**config.mk**
```make
export PLATFORM = sky130hd
export DESIGN_NAME = splu_front
export DESIGN_NICKNAME = d
export VERILOG_FILES = /design/src/rtl/splu_pkg.sv /design/src/rtl/splu_front.sv
export SDC_FILE = /design/constraint.sdc
export NUM_CORES = 2
export LEC_CHECK = 0
export ABC_CLOCK_PERIOD_IN_PS = 48800
export BUFFER_PORTS_ARGS = -buffer_cell sky130_fd_sc_hd__buf_2
export CELL_PAD_IN_SITES_DETAIL_PLACEMENT = 1
export CELL_PAD_IN_SITES_GLOBAL_PLACEMENT = 1
export CORE_UTILIZATION = 45
export DETAILED_ROUTE_END_ITERATION = 16
export PLACE_DENSITY = 0.76
export SYNTH_ARGS = -nofsm -noshare
export SYNTH_HDL_FRONTEND = slang
export SYNTH_SLANG_ARGS = --single-unit
```
**constraint.sdc**
```tcl
create_clock -name clk -period 48.8 [get_ports clk]
set_input_delay 9.76 -clock clk [delete_from_list [all_inputs] [get_ports clk]]
set_output_delay 9.76 -clock clk [all_outputs]
set_load 0.02 [all_outputs]
```
**src/rtl/splu_pkg.sv**
```systemverilog
// Shared types and constants for the site partial likelihood update block.
// Used by every module under rtl; depends on nothing else.
package splu_pkg;

	// Product width used by the shared rounding stage.
	localparam int PROD_W = 106;
	// Depth of the queue between the front and the back.
	localparam int QUEUE_DEPTH = 4;
	// Latency of the back pipeline in enabled cycles.
	localparam int BACK_LAT = 20;
	// Point in the back pipeline where the final multiply takes its operands.
	localparam int FINAL_TAP = 14;
	// Default quiet NaN produced by an invalid operation.
	localparam logic [63:0] DEFAULT_NAN = 64'hFFF8_0000_0000_0000;
	localparam logic [63:0] QUIET_BIT = 64'h0008_0000_0000_0000;

	// Configuration register indexes.
	typedef enum logic [1:0] {
		CFG_LEFT_DIAG  = 2'd0,
		CFG_LEFT_OFF   = 2'd1,
		CFG_RIGHT_DIAG = 2'd2,
		CFG_RIGHT_OFF  = 2'd3
	} cfg_index_t;

	// One site as it arrives.
	typedef struct packed {
		logic [2:0]  left_select;
		logic [63:0] left_a;
		logic [63:0] left_c;
		logic [63:0] left_g;
		logic [63:0] left_t;
		logic [2:0]  right_select;
		logic [63:0] right_a;
		logic [63:0] right_c;
		logic [63:0] right_g;
		logic [63:0] right_t;
		logic        last_site;
	} site_in_t;

	// One parent result.
	typedef struct packed {
		logic [63:0] parent_a;
		logic [63:0] parent_c;
		logic [63:0] parent_g;
		logic [63:0] parent_t;
		logic        last_out;
	} site_out_t;

	// Classification of one site, kept alongside the data.
	typedef struct packed {
		logic       left_tip;
		logic [1:0] left_state;
		logic       right_tip;
		logic [1:0] right_state;
		logic       last;
	} site_tag_t;

	// A classified site as held in the queue.
	typedef struct packed {
		site_tag_t        tag;
		logic [3:0][63:0] left_vec;
		logic [3:0][63:0] right_vec;
	} site_item_t;

	// Operand of the shared rounding stage: value is mag * 2^exp.
	typedef struct packed {
		logic               sign;
		logic [PROD_W-1:0]  mag;
		logic signed [12:0] exp;
		logic               spec;
		logic [63:0]        spec_bits;
	} rnd_in_t;

	function automatic logic is_nan(input logic [63:0] x);
		return (x[62:52] == 11'h7FF) && (x[51:0] != 52'd0);
	endfunction

	function automatic logic is_inf(input logic [63:0] x);
		return (x[62:52] == 11'h7FF) && (x[51:0] == 52'd0);
	endfunction

endpackage

```
**src/rtl/splu_front.sv**
```systemverilog
// Front end: accepts sites, classifies each child as tip or inner, and queues them.
// Depends on splu_pkg.
module splu_front import splu_pkg::*; (
	input  logic       clk,
	input  logic       arst_n,
	input  logic       in_valid,
	output logic       in_stall,
	input  site_in_t   in_data,
	output logic       head_valid,
	output site_item_t head,
	input  logic       pop
);

	localparam int PTR_W = $clog2(QUEUE_DEPTH);
	localparam int CNT_W = $clog2(QUEUE_DEPTH + 1);

	site_item_t       item_s1;
	logic             valid_s1;
	site_item_t       item_c;
	logic             accept;
	logic             push;
	logic             full;

	site_item_t       mem_q [QUEUE_DEPTH];
	logic [PTR_W-1:0] wr_ptr_q;
	logic [PTR_W-1:0] rd_ptr_q;
	logic [CNT_W-1:0] count_q;

	// A select with its top bit clear names a tip state.
	always_comb begin
		item_c.tag.left_tip    = ~in_data.left_select[2];
		item_c.tag.left_state  = in_data.left_select[1:0];
		item_c.tag.right_tip   = ~in_data.right_select[2];
		item_c.tag.right_state = in_data.right_select[1:0];
		item_c.tag.last        = in_data.last_site;
		item_c.left_vec        = {in_data.left_t, in_data.left_g,
		                          in_data.left_c, in_data.left_a};
		item_c.right_vec       = {in_data.right_t, in_data.right_g,
		                          in_data.right_c, in_data.right_a};
	end

	assign full     = (count_q == CNT_W'(QUEUE_DEPTH));
	assign push     = valid_s1 & ~full;
	assign in_stall = valid_s1 & full;
	assign accept   = in_valid & ~in_stall;

	// Classified beat waits here until the queue has room.
	always_ff @(posedge clk or negedge arst_n) begin
		if (!arst_n) begin
			valid_s1 <= 1'b0;
		end else if (accept) begin
			valid_s1 <= 1'b1;
		end else if (push) begin
			valid_s1 <= 1'b0;
		end
	end

	always_ff @(posedge clk) begin
		if (accept) begin
			item_s1 <= item_c;
		end
	end

	// Queue storage.
	always_ff @(posedge clk) begin
		if (push) begin
			mem_q[wr_ptr_q] <= item_s1;
		end
	end

	// Queue pointers and fill count.
	always_ff @(posedge clk or negedge arst_n) begin
		if (!arst_n) begin
			wr_ptr_q <= '0;
			rd_ptr_q <= '0;
			count_q  <= '0;
		end else begin
			if (push) begin
				wr_ptr_q <= wr_ptr_q + PTR_W'(1);
			end
			if (pop) begin
				rd_ptr_q <= rd_ptr_q + PTR_W'(1);
			end
			count_q <= count_q + CNT_W'(push) - CNT_W'(pop);
		end
	end

	assign head_valid = (count_q != '0);
	assign head       = mem_q[rd_ptr_q];

endmodule

```
Yosys cells after proc, flatten, opt, wreduce, memory -nomap -nowiden
Memories as Yosys holds them, arrays and structs flattened. Index checks and enable logic that the tools add are counted.

Bits in registers: 527. RAM bits: 2076. Word-level logic and storage cells: 36. Memories kept: 1.

Add/subtract/negate cells: 4. Eq/ne operators: 1. Muxes and demuxes: 4. Bitwise gates (word level): 7. Reductions and logical operators: 2.

Memory list: mem_q (words 4, bits a word 519, read ports 1, clocked after Yosys merged registers in 0, write ports 1, RTL line splu_front.sv:24) `site_item_t mem_q [QUEUE_DEPTH];`.

Operator list (count): adder 2 x 1 -> 2 bit (second input constant) (2); 2-to-1 mux 1 bit (4); inverter 1 bit (4); adder 3 x 1 -> 3 bit (1); AND 1 bit (3); == test 3 bit (second input constant) (1); nonzero test 3 bit (1); subtractor 3 x 1 -> 3 bit (1); nonzero test 2 bit (1).

Longest topological paths before layout
Word-level depth: 5. Depth in mapped cells: 8. Mapped depth without buffers: 8.

Least setup slack after synthesis
No wires, ideal clock.

Path type: in2reg. From: input in_valid. To: register item_s1[0] (netlist name), enable pin. Library setup time: 2204 ps. Arrival time: 47006 ps. Required time: 46596 ps. Setup slack: -409 ps. Cell stages on the path: 1. Buffers on the path: 0. Cell sequence: a21boi_0.

Word-level cells in the longest chain between the ends: 1.

RTL lines: start, declared (RTL line splu_front.sv:6) `input logic in_valid,`; AND 1 bit (RTL line splu_front.sv:45) `assign accept = in_valid & ~in_stall;`; end signal, assigned (RTL line splu_front.sv:60) `item_s1 <= item_c;`; end, declared (RTL line splu_front.sv:17) `site_item_t item_s1;`.

No other way between the ends. A chain may end at the register's enable or synchronous reset.

==> flow_summary.ini <==
[floorplan]
rows = 164
num_io_pins = 1044
fp.coreArea_um2 = 200500
die_w_um = 452.3
die_h_um = 452.3
die_area_um2 = 204500
start_util_pct = 45.50

[route]
vias_per_cell = 5.471
wl_per_cell_um = 30.44
dr.pass1.iters = 7
via_count = 40760
ant_nets = 0
drc_errors = 0
wirelength_um = 226800
detail_route.iter0.violations = 3462

[timing]
min_period_over_period_pct = 32.05
slew_viol_final = 0
finalSetupTns_ns = 0
fin_crit_ns = 15.64
finalSetupViolations = 0
hold_viol = 0
tightest_slew_ns = 1.192
fmax_mhz = 63.94
rsz0062_at_grt = no
max_slew_margin_pct = 20.55
clock_skew_ns = 0.06511

[cells_and_area]
layout_commonest_cell = edfxtp_1
syn_to_final_growth_pct = 17.89
regArea_um2 = 78130
drive_gt1_share_pct = 41.74
fill_cells = 17280
mostFrequentLayoutCells = edfxtp_1 (2595), buf_2 (1043), mux4_2 (519)
utilization_pct = 53.65
nNetsFinal = 5067
fin_cells = 7450
multi_input_area_um2 = 11990

[setup_path]
cp_data_required_time_ns = 39.04
crit_path_start = rd_ptr_q[0]
path_delay_family = buffers and inverters
crit_chain = buf_4 -> buf_4 -> buf_4 -> buf_4 -> mux4_2 -> buf_2
path_max_fanout = 40
slowest_stage = dfrtp_4
path_common_cell = buf_4
r2r-end = item_s1[148]
cp.depth = 6
cpPeakStageDelay_ns = 0.94
crit_path_start_kind = register
crit_end = head[352]
ff2ff_path_depth = 7
ff2ff_setup_slack_ns = 43.55
cp_num_buf_inv = 5
arrival_ns = 5.88
end_kind = output pin
crit_type = reg2out
rr_startpoint = count_q[2]

[yosys]
synth_compound_area_share_pct = 0.03292
synth_fa_ha_area_share_pct = 0.1042
synth_seq_area_share_pct = 85.64
yosys_register_bits = 2603
synth.distinct_cells = 26
syn_area_per_cell_um2 = 27.84
synth_xor_area_share_pct = 0.03840
yosysWarnings = 0
synth.area.mux_share_pct = 12.81
syn-num-nets = 3807
netlist_instances = 3277
synthSimpleGateAreaFrac_pct = 0.1262
synth_top_family_by_area = multiplexers
netlist_area_um2 = 91230

[clock_network]
post_cts_buffers = 0
cts_tree = built
cts-root-buf = clkbuf_16
numClockSinks = 2603
cts_max_path_buffers = 4
clk_latency_ns = 0.91
clkTransAtPathRegs_ns = 0.06
cts-htree-levels = 5
cts_resized = 0
ctsHoldBuffers = 0
cts_made_buffers = 278

[pwr]
vdd.ir_drop.worst_mv = 0.06490
power_mw = 7.168
power_density_nw_per_um2 = 66.65
leakagePower_nw = 36.04

[place]
gp_congestion = 0.8327
dp_hpwl_um = 141900
dp.cells = 6913
io_buffer_count = 1043

[global_route]
grt_usage_pct = 21.87
first_global_vias = 44070
antenna_found_initial = 103
grt_overflow = 0
grt_pass1_wl_um = 319200
grt_max_degree = 145

[flow_run]
max_cap_violations = 0

[status]
outcome = finished clean

[worst_hold_path]
hp-class = reg2reg
==> flip-flops by register name (all words and copies together) (netlist names) <==
signal	cells
mem_q	2076
valid_s1	1
rd_ptr_q	2
item_s1	519
wr_ptr_q	2
count_q	3
==> power breakdown <==
part / leakage, nW / total (mW) / switching (mW) / internal [mW]
Clock: 3.98 / 1.93 / 0.823 / 1.11
Sequential: 24.2 / 3.19 / 0.172 / 3.02
Combinational: 7.88 / 2.05 / 1.33 / 0.716
==> worst register-to-register path, cell delays in order (launching register included) <==
cell      delay, ns
dfrtp_1        0.43
nor3b_2        0.18
buf_4          0.19
a21boi_4       0.68
buf_4          0.80
buf_4          0.81
buf_4          0.80
buf_4          0.88
==> worst min path at each step <==
stage / startpoint / endpoint / slack (ns) / cells past startpoint
CTS: item_s1[344] / mem_q[3][344] / 0.46 / 0
detailed placement: item_s1[55] / mem_q[3][55] / 0.48 / 0
finish: item_s1[332] / mem_q[2][332] / 0.46 / 0
global route: item_s1[356] / mem_q[1][356] / 0.49 / 0
floorplan: item_s1[0] / mem_q[0][0] / 0.46 / 0
global placement: item_s1[162] / mem_q[1][162] / 0.46 / 0
==> through the flow <==
stage | area [um^2] | worst slack (ns) | hold WS [ns]
2_1_floorplan | 91230 | 13.30 | 0.4587
3_3_place_gp | 99230 | 33.87 | 0.4635
3_5_place_dp | 99230 | 33.84 | 0.4767
4_1_cts | 107400 | 32.84 | 0.4591
5_1_grt | 107500 | 32.57 | 0.4886
6_report | 107500 | 33.16 | 0.4633
==> final cells by class <==
type,count,share of cell area [%]
antenna,74,0.1722
clock buffer,339,6.761
clock inverter,124,0.8039
inverter,8,0.02792
multi-input combinational,549,11.15
sequential,2603,72.65
tap,2656,3.090
timing repair buffer,1097,5.347
==> cell families after synthesis <==
kind of cell / after synthesis
flops: 2603
compound gates: 4
buf+inv: 125
simple gates: 15
mux: 519
fa+ha+maj: 7
xor+xnor: 4
==> Yosys cell counts, drive strengths merged <==
library cell  number  share of area [%]
o211ai             2              0.016
nand2b             3              0.021
xnor2              3              0.029
ha                 6              0.082
dfrtp              8               0.22
nand4bb            1              0.012
nor2b              1             0.0069
edfxtp          2595                 85
mux4             519                 13
clkbuf             8              0.033
or4bb              1              0.012
fa                 1              0.022
nor3b              1              0.014
buf              109                1.2
or3                1             0.0069
a21boi             1             0.0082
and2               1             0.0069
xor2               1             0.0096
inv                8              0.033
and3b              4              0.038
nand2              2             0.0082
a21o               1             0.0082
==> routing by layer <==
layer  vias to the layer above  track usage (%)  wire (um)
li1                      16790                -          -
met1                     21500            25.24      79060
met2                      1855            36.88     117000
met3                       574            5.177      15610
met4                        30            13.77      14960
met5                         -                0        213
Note: power is estimated with default switching activity, not from simulation.
